===== config.mk =====
export PLATFORM = sky130hd
export DESIGN_NAME = piecewise_linear_pressure_lookup_unit_flat
export DESIGN_NICKNAME = d
export VERILOG_FILES = /design/src/design/plp_pkg.sv /design/src/design/plp_if.sv /design/src/design/plp_div.sv /design/src/design/piecewise_linear_pressure_lookup_unit.sv /design/src/flat_wrapper.sv
export SDC_FILE = /design/constraint.sdc
export NUM_CORES = 1
export LEC_CHECK = 0
export ABC_AREA = 1
export BUFFER_PORTS_ARGS = -buffer_cell sky130_fd_sc_hd__buf_2
export CORE_ASPECT_RATIO = 0.6
export CORE_MARGIN = 8
export CORE_UTILIZATION = 55
export CTS_CLUSTER_DIAMETER = 80
export DETAILED_ROUTE_END_ITERATION = 10
export PLACE_DENSITY = 0.77
export SYNTH_ARGS = -nofsm -noshare
export SYNTH_HDL_FRONTEND = slang
export SYNTH_SLANG_ARGS = --single-unit

===== constraint.sdc =====
create_clock -name clk -period 7 [get_ports clk]
set_input_delay 0.7 -clock clk [delete_from_list [all_inputs] [get_ports clk]]
set_output_delay 0.7 -clock clk [all_outputs]
set_load 0.005 [all_outputs]

===== src/design/plp_pkg.sv =====
package plp_pkg;

    localparam int TABLE_POINTS = 13;
    localparam int ADC_BITS     = 10;
    localparam int PRES_BITS    = 10;
    localparam int IDX_BITS     = $clog2(TABLE_POINTS);
    localparam int PROD_BITS    = ADC_BITS + PRES_BITS;
    localparam int DIV_CNT_BITS = $clog2(PROD_BITS);

    localparam logic [PRES_BITS-1:0] TOP_PRES = PRES_BITS'(614);

    typedef enum logic [2:0] {
        ST_IDLE,
        ST_SEARCH,
        ST_MUL,
        ST_DIV,
        ST_DONE
    } state_t;

    function automatic logic [PRES_BITS-1:0] bp_pres(input logic [IDX_BITS-1:0] idx);
        logic [PRES_BITS-1:0] p;
        case (idx)
            4'd0:    p = 10'd0;
            4'd1:    p = 10'd39;
            4'd2:    p = 10'd50;
            4'd3:    p = 10'd79;
            4'd4:    p = 10'd107;
            4'd5:    p = 10'd141;
            4'd6:    p = 10'd177;
            4'd7:    p = 10'd217;
            4'd8:    p = 10'd265;
            4'd9:    p = 10'd427;
            4'd10:   p = 10'd494;
            4'd11:   p = 10'd577;
            4'd12:   p = 10'd614;
            default: p = 10'd0;
        endcase
        return p;
    endfunction

    function automatic logic [ADC_BITS-1:0] bp_code(input logic [IDX_BITS-1:0] idx);
        logic [ADC_BITS-1:0] c;
        case (idx)
            4'd0:    c = 10'd0;
            4'd1:    c = 10'd109;
            4'd2:    c = 10'd125;
            4'd3:    c = 10'd160;
            4'd4:    c = 10'd189;
            4'd5:    c = 10'd220;
            4'd6:    c = 10'd249;
            4'd7:    c = 10'd279;
            4'd8:    c = 10'd311;
            4'd9:    c = 10'd404;
            4'd10:   c = 10'd438;
            4'd11:   c = 10'd476;
            4'd12:   c = 10'd493;
            default: c = 10'd0;
        endcase
        return c;
    endfunction

endpackage


===== src/design/plp_if.sv =====
interface plp_req_if;
    logic                          valid;
    logic                          ready;
    logic [plp_pkg::ADC_BITS-1:0]  adc_sample;

    modport source (output valid, output adc_sample, input ready);
    modport sink   (input valid, input adc_sample, output ready);
endinterface

interface plp_rsp_if;
    logic                          valid;
    logic                          ready;
    logic [plp_pkg::PRES_BITS-1:0] pressure;
    logic                          saturated;

    modport source (output valid, output pressure, output saturated, input ready);
    modport sink   (input valid, input pressure, input saturated, output ready);
endinterface


===== src/design/plp_div.sv =====
module plp_div (
    input  logic                           clk,
    input  logic                           rst_n,
    input  logic                           start,
    input  logic [plp_pkg::PROD_BITS-1:0]  dividend,
    input  logic [plp_pkg::ADC_BITS-1:0]   divisor,
    output logic                           done,
    output logic [plp_pkg::PROD_BITS-1:0]  quotient
);

    localparam int QW = plp_pkg::PROD_BITS;
    localparam int DW = plp_pkg::ADC_BITS;
    localparam int CW = plp_pkg::DIV_CNT_BITS;

    logic          busy_reg, busy_next;
    logic          done_reg, done_next;
    logic [CW-1:0] cnt_reg, cnt_next;
    logic [DW-1:0] rem_reg, rem_next;
    logic [QW-1:0] quo_reg, quo_next;
    logic [DW-1:0] dvs_reg, dvs_next;

    logic [DW:0]   shifted;
    logic [DW+1:0] diff;
    logic          last;

    assign shifted = {rem_reg, quo_reg[QW-1]};
    assign diff    = {1'b0, shifted} - {2'b00, dvs_reg};
    assign last    = (cnt_reg == CW'(QW - 1));

    always_comb
    begin
        busy_next = busy_reg;
        done_next = 1'b0;
        cnt_next  = cnt_reg;
        rem_next  = rem_reg;
        quo_next  = quo_reg;
        dvs_next  = dvs_reg;
        if (start)
        begin
            busy_next = 1'b1;
            cnt_next  = '0;
            rem_next  = '0;
            quo_next  = dividend;
            dvs_next  = divisor;
        end
        else if (busy_reg)
        begin
            // restoring step, one quotient bit
            if (!diff[DW+1])
            begin
                rem_next = diff[DW-1:0];
                quo_next = {quo_reg[QW-2:0], 1'b1};
            end
            else
            begin
                rem_next = shifted[DW-1:0];
                quo_next = {quo_reg[QW-2:0], 1'b0};
            end
            cnt_next = cnt_reg + CW'(1);
            if (last)
            begin
                busy_next = 1'b0;
                done_next = 1'b1;
            end
        end
    end

    always_ff @(posedge clk or negedge rst_n)
    begin
        if (!rst_n)
        begin
            busy_reg <= 1'b0;
            done_reg <= 1'b0;
            cnt_reg  <= '0;
        end
        else
        begin
            busy_reg <= busy_next;
            done_reg <= done_next;
            cnt_reg  <= cnt_next;
        end
    end

    always_ff @(posedge clk)
    begin
        rem_reg <= rem_next;
        quo_reg <= quo_next;
        dvs_reg <= dvs_next;
    end

    assign done     = done_reg;
    assign quotient = quo_reg;

endmodule


===== src/design/piecewise_linear_pressure_lookup_unit.sv =====
// a saturated sample goes from search straight to the done state and skips the multiply and divide
// search examines the breakpoints in order from index 1, then the multiply state starts the divider
// the restoring divider then produces 20 quotient bits and raises done
// a new request is taken only in the idle state, after the last result has entered the output register
// a stalled result holds the sequencer in its done state until the output register frees
// rst_n (async, active low) clears the sequencer and the result valid flag
module piecewise_linear_pressure_lookup_unit (
    input  logic      clk,
    input  logic      rst_n,
    plp_req_if.sink   req,
    plp_rsp_if.source rsp
);

    localparam int AW = plp_pkg::ADC_BITS;
    localparam int PW = plp_pkg::PRES_BITS;
    localparam int IW = plp_pkg::IDX_BITS;
    localparam int QW = plp_pkg::PROD_BITS;

    plp_pkg::state_t state_reg, state_next;

    logic [AW-1:0] sample_reg, sample_next;
    logic [IW-1:0] idx_reg, idx_next;
    logic [PW-1:0] lo_pres_reg, lo_pres_next;
    logic [PW-1:0] hi_pres_reg, hi_pres_next;
    logic [PW-1:0] rise_reg, rise_next;
    logic [AW-1:0] offset_reg, offset_next;
    logic [AW-1:0] span_reg, span_next;
    logic          sat_reg, sat_next;

    logic          out_valid_reg, out_valid_next;
    logic [PW-1:0] out_pres_reg, out_pres_next;
    logic          out_sat_reg, out_sat_next;

    logic [IW-1:0] idx_prev;
    logic [AW-1:0] cur_code;
    logic [AW-1:0] prev_code;
    logic          hit;
    logic          at_top;
    logic          out_free;
    logic          div_start;
    logic          div_done;
    logic [QW-1:0] product;
    logic [QW-1:0] quotient;
    logic [PW-1:0] interp;

    assign idx_prev  = idx_reg - IW'(1);
    assign cur_code  = plp_pkg::bp_code(idx_reg);
    assign prev_code = plp_pkg::bp_code(idx_prev);
    assign hit       = (sample_reg <= cur_code);
    assign at_top    = (idx_reg == IW'(plp_pkg::TABLE_POINTS - 1));
    assign out_free  = !out_valid_reg || rsp.ready;
    assign product   = QW'(rise_reg) * QW'(offset_reg);
    assign interp    = (span_reg == '0) ? hi_pres_reg : lo_pres_reg + quotient[PW-1:0];

    plp_div u_div (
        .clk      (clk),
        .rst_n    (rst_n),
        .start    (div_start),
        .dividend (product),
        .divisor  (span_reg),
        .done     (div_done),
        .quotient (quotient)
    );

    // next state
    always_comb
    begin
        state_next = state_reg;
        case (state_reg)
            plp_pkg::ST_IDLE:
            begin
                if (req.valid)
                    state_next = plp_pkg::ST_SEARCH;
            end
            plp_pkg::ST_SEARCH:
            begin
                if (hit)
                    state_next = plp_pkg::ST_MUL;
                else if (at_top)
                    state_next = plp_pkg::ST_DONE;
            end
            plp_pkg::ST_MUL:
                state_next = plp_pkg::ST_DIV;
            plp_pkg::ST_DIV:
            begin
                if (div_done)
                    state_next = plp_pkg::ST_DONE;
            end
            plp_pkg::ST_DONE:
            begin
                if (out_free)
                    state_next = plp_pkg::ST_IDLE;
            end
            default:
                state_next = plp_pkg::ST_IDLE;
        endcase
    end

    // sequencer outputs
    always_comb
    begin
        req.ready = (state_reg == plp_pkg::ST_IDLE);
        div_start = (state_reg == plp_pkg::ST_MUL);
    end

    // datapath
    always_comb
    begin
        sample_next    = sample_reg;
        idx_next       = idx_reg;
        lo_pres_next   = lo_pres_reg;
        hi_pres_next   = hi_pres_reg;
        rise_next      = rise_reg;
        offset_next    = offset_reg;
        span_next      = span_reg;
        sat_next       = sat_reg;
        out_valid_next = out_valid_reg;
        out_pres_next  = out_pres_reg;
        out_sat_next   = out_sat_reg;

        if (out_valid_reg && rsp.ready)
            out_valid_next = 1'b0;

        case (state_reg)
            plp_pkg::ST_IDLE:
            begin
                sample_next = req.adc_sample;
                idx_next    = IW'(1);
                sat_next    = 1'b0;
            end
            plp_pkg::ST_SEARCH:
            begin
                if (hit)
                begin
                    lo_pres_next = plp_pkg::bp_pres(idx_prev);
                    hi_pres_next = plp_pkg::bp_pres(idx_reg);
                    rise_next    = plp_pkg::bp_pres(idx_reg) - plp_pkg::bp_pres(idx_prev);
                    offset_next  = sample_reg - prev_code;
                    span_next    = cur_code - prev_code;
                end
                else if (at_top)
                    sat_next = 1'b1;
                else
                    idx_next = idx_reg + IW'(1);
            end
            plp_pkg::ST_DONE:
            begin
                if (out_free)
                begin
                    out_valid_next = 1'b1;
                    out_sat_next   = sat_reg;
                    out_pres_next  = sat_reg ? plp_pkg::TOP_PRES : interp;
                end
            end
            default:
            begin
            end
        endcase
    end

    always_ff @(posedge clk or negedge rst_n)
    begin
        if (!rst_n)
        begin
            state_reg     <= plp_pkg::ST_IDLE;
            out_valid_reg <= 1'b0;
        end
        else
        begin
            state_reg     <= state_next;
            out_valid_reg <= out_valid_next;
        end
    end

    always_ff @(posedge clk)
    begin
        sample_reg   <= sample_next;
        idx_reg      <= idx_next;
        lo_pres_reg  <= lo_pres_next;
        hi_pres_reg  <= hi_pres_next;
        rise_reg     <= rise_next;
        offset_reg   <= offset_next;
        span_reg     <= span_next;
        sat_reg      <= sat_next;
        out_pres_reg <= out_pres_next;
        out_sat_reg  <= out_sat_next;
    end

    assign rsp.valid     = out_valid_reg;
    assign rsp.pressure  = out_pres_reg;
    assign rsp.saturated = out_sat_reg;

endmodule


===== src/flat_wrapper.sv =====
// flat-port wrapper written by rule: the top's interface ports become plain ports
module piecewise_linear_pressure_lookup_unit_flat 
  (clk, rst_n, req_valid, req_adc_sample, req_ready, rsp_valid, rsp_pressure, rsp_saturated, rsp_ready);
  plp_req_if req_i ();
  plp_rsp_if rsp_i ();
  input  logic clk;
  input  logic rst_n;
  input wire logic [$bits(req_i.valid)-1:0] req_valid;
  input wire logic [$bits(req_i.adc_sample)-1:0] req_adc_sample;
  output wire logic [$bits(req_i.ready)-1:0] req_ready;
  output wire logic [$bits(rsp_i.valid)-1:0] rsp_valid;
  output wire logic [$bits(rsp_i.pressure)-1:0] rsp_pressure;
  output wire logic [$bits(rsp_i.saturated)-1:0] rsp_saturated;
  input wire logic [$bits(rsp_i.ready)-1:0] rsp_ready;
  assign req_i.valid = req_valid;
  assign req_i.adc_sample = req_adc_sample;
  assign req_ready = req_i.ready;
  assign rsp_valid = rsp_i.valid;
  assign rsp_pressure = rsp_i.pressure;
  assign rsp_saturated = rsp_i.saturated;
  assign rsp_i.ready = rsp_ready;
  piecewise_linear_pressure_lookup_unit u_core (.clk(clk), .rst_n(rst_n), .req(req_i), .rsp(rsp_i));
endmodule

==> reports/results.ini <==
[outcome]
status=complete, no violations

[yosys]
synth.largest_area_cell=edfxtp_1
synth.avg_cell_area_um2=8.35
synth_area_um2=11900
synth_top_area_share_pct=26.7
synthFlopType=edfxtp_1
synth_cells=1426
async_flop_share_pct=7.53
synth.ff_latch_count=146
synth_edf_count=106
synth.lib_cells_used.distinct=47
syn_nets=1634
yosysSeqAreaShare_pct=33.9
yosysWarningCount=0
synthTopCellsByArea=edfxtp_1, ha_1, fa_1, nand2_1, inv_1

[sta]
clock_skew_ps=12.6
fmax_mhz=188
final_hold_viol_count=0
relSlewSlack_pct=26.8
worstMarginPinSlew_ps=1100
setup_tns_ps=0
slew_viol_final=0
fin_crit_sh_pct=76.1
layout_setup_ws_ps=1670
min_period_ps=5330
rsz0062_at_grt=false
finalSetupViolations=0

[global_route]
antenna_found_initial=0
grt_max_degree=52
track_usage_pct=22.4
grt_pass1_vias=8850
grt_pass1_wl_um=47100
grt_remaining_overflow=0

[floorplanning]
dieArea_um2=26800
core-area_um2=21100
start_util_pct=56.4
die_h_um=130
ios=27
die_x_um=206
rows=41

[placed_design]
placedInstanceArea_um2=12200
post-dp-hpwl_um=22900
place_ws_ps=1720
portBuffers=26
gp_congestion=0.932
dp.cells=1696

[detailed_routing]
drt_iter0_drc=1070
drt-pass1-iter-count=5
drc=0
vias_per_cell=5.48
drt-wirelength-per-cell_um=16.7
ant_nets=0
vias=9474
finalWirelength_um=28800

[clocking]
postCtsSetupBuffers=0
clockBufferDepth=2
cts_sinks=146
cts_resized=0
clk_pin_slew_ps=60
cts_max_level=4
clkLatencyLatePin_ps=430
holdBufCountCts=0
root_buffer=clkbuf_16
cts_inserted_buffers=17
tritoncts=built

[cells_and_area]
drive_above_1_share_pct=6.00
area_growth_pct=7.73
final_cells=1729
largest_reg_flops=20
nNetsFinal=1644
mostFrequentLayoutCells=nand2_1, inv_1, ha_1, edfxtp_1, nor2_1
layout_commonest_cell=nand2_1
postLayoutCellArea_um2=12800

[setup_path]
crit_chain=nand2_1 -> fa_1 -> inv_1 -> fa_1 -> inv_1 -> fa_1 -> inv_1 -> fa_1 -> inv_1 -> fa_1 -> inv_1 -> ha_1 -> nand2_1 -> nand2_1 -> a21boi_0 -> nor2_1 -> nor2_1 -> o21ai_0 -> or2_2 -> nand3_1 -> nand2_1
crit_fanout=10
worstPathArrival_ps=5510
slowest_delay_ps=610
cp_top_family=adder cells
worstSetupEndpointType=flop
cp.buffers_inverters=5
required_ps=7190
critPathKind=flop to flop
crit_slowest_cell=edfxtp_1
startpoint_type=flop

[min_path]
hp-class=input port to asynchronous set/reset pin

[run]
maxCapViolCount=0

[cells in the mapped netlist (all sizes together), types with 2 or more instances]
library cell / count
edfxtp: 106
dfrtp: 11
buf: 9
a22oi: 2
o211ai: 8
ha: 127
o31ai: 3
xor2: 23
or2: 6
a21o: 4
nand2: 338
a21boi: 2
a211oi: 2
dfxtp: 29
o21ai: 79
nor3: 9
a31oi: 11
fa: 67
a21oi: 66
xnor2: 20
o22ai: 3
clkbuf: 28
nand4: 11
nand3b: 3
nand3: 74
inv: 278
o21bai: 5
o311ai: 2
nor4: 4
nor2: 91
[through the flow]
step	util, %	hold slack [ps]
2_1_floorplan	-	404
3_3_place_gp	57.9	438
3_5_place_dp	57.9	447
4_1_cts	60.7	122
5_1_grt	60.7	135
6_report	60.7	133
[final timing paths]
path	startpoint	to	slack [ps]	depth (start not counted)
worst max-delay path	u_core.rise_reg[5]	u_core.u_div.quotient[15]	1670	21
worst min-delay path	rst_n	u_core.rsp.valid	130	1
worst max register to register	u_core.rise_reg[5]	u_core.u_div.quotient[15]	1670	21
worst min register to register	u_core.sat_reg	u_core.rsp.saturated	460	0
max in group asynchronous	rst_n	u_core.state_reg[1]	6660	1
min in group clk	req_adc_sample[6]	u_core.sample_reg[6]	450	1
[kinds of logic after synthesis]
kind of cell	synth area share, %
simple gates	19.2
buf+inv	10.2
flops	33.9
compound gates	8.92
fa+ha+maj	24.6
xor+xnor	3.16
[layer usage]
metal / vias up / share of wire, % / global-route usage [%]
li1: 4597 / - / -
met1: 4447 / 51 / 36.6
met2: 412 / 37 / 28.7
met3: 18 / 11 / 6.19
met4: 0 / 0.45 / 3.37
met5: - / 0 / 0
[cell type report]
type / instances / area, um2
antenna: 1 / 2.50
clock buffer: 18 / 429
clock inverter: 14 / 160
fill: 1785 / 8300
inverter: 279 / 1050
multi-input combinational: 964 / 6660
sequential: 146 / 4040
tap: 279 / 349
timing repair buffer: 28 / 145
Power is not shown: default switching activity piles up to over one toggle a cycle in this logic, so the estimate is an artifact.
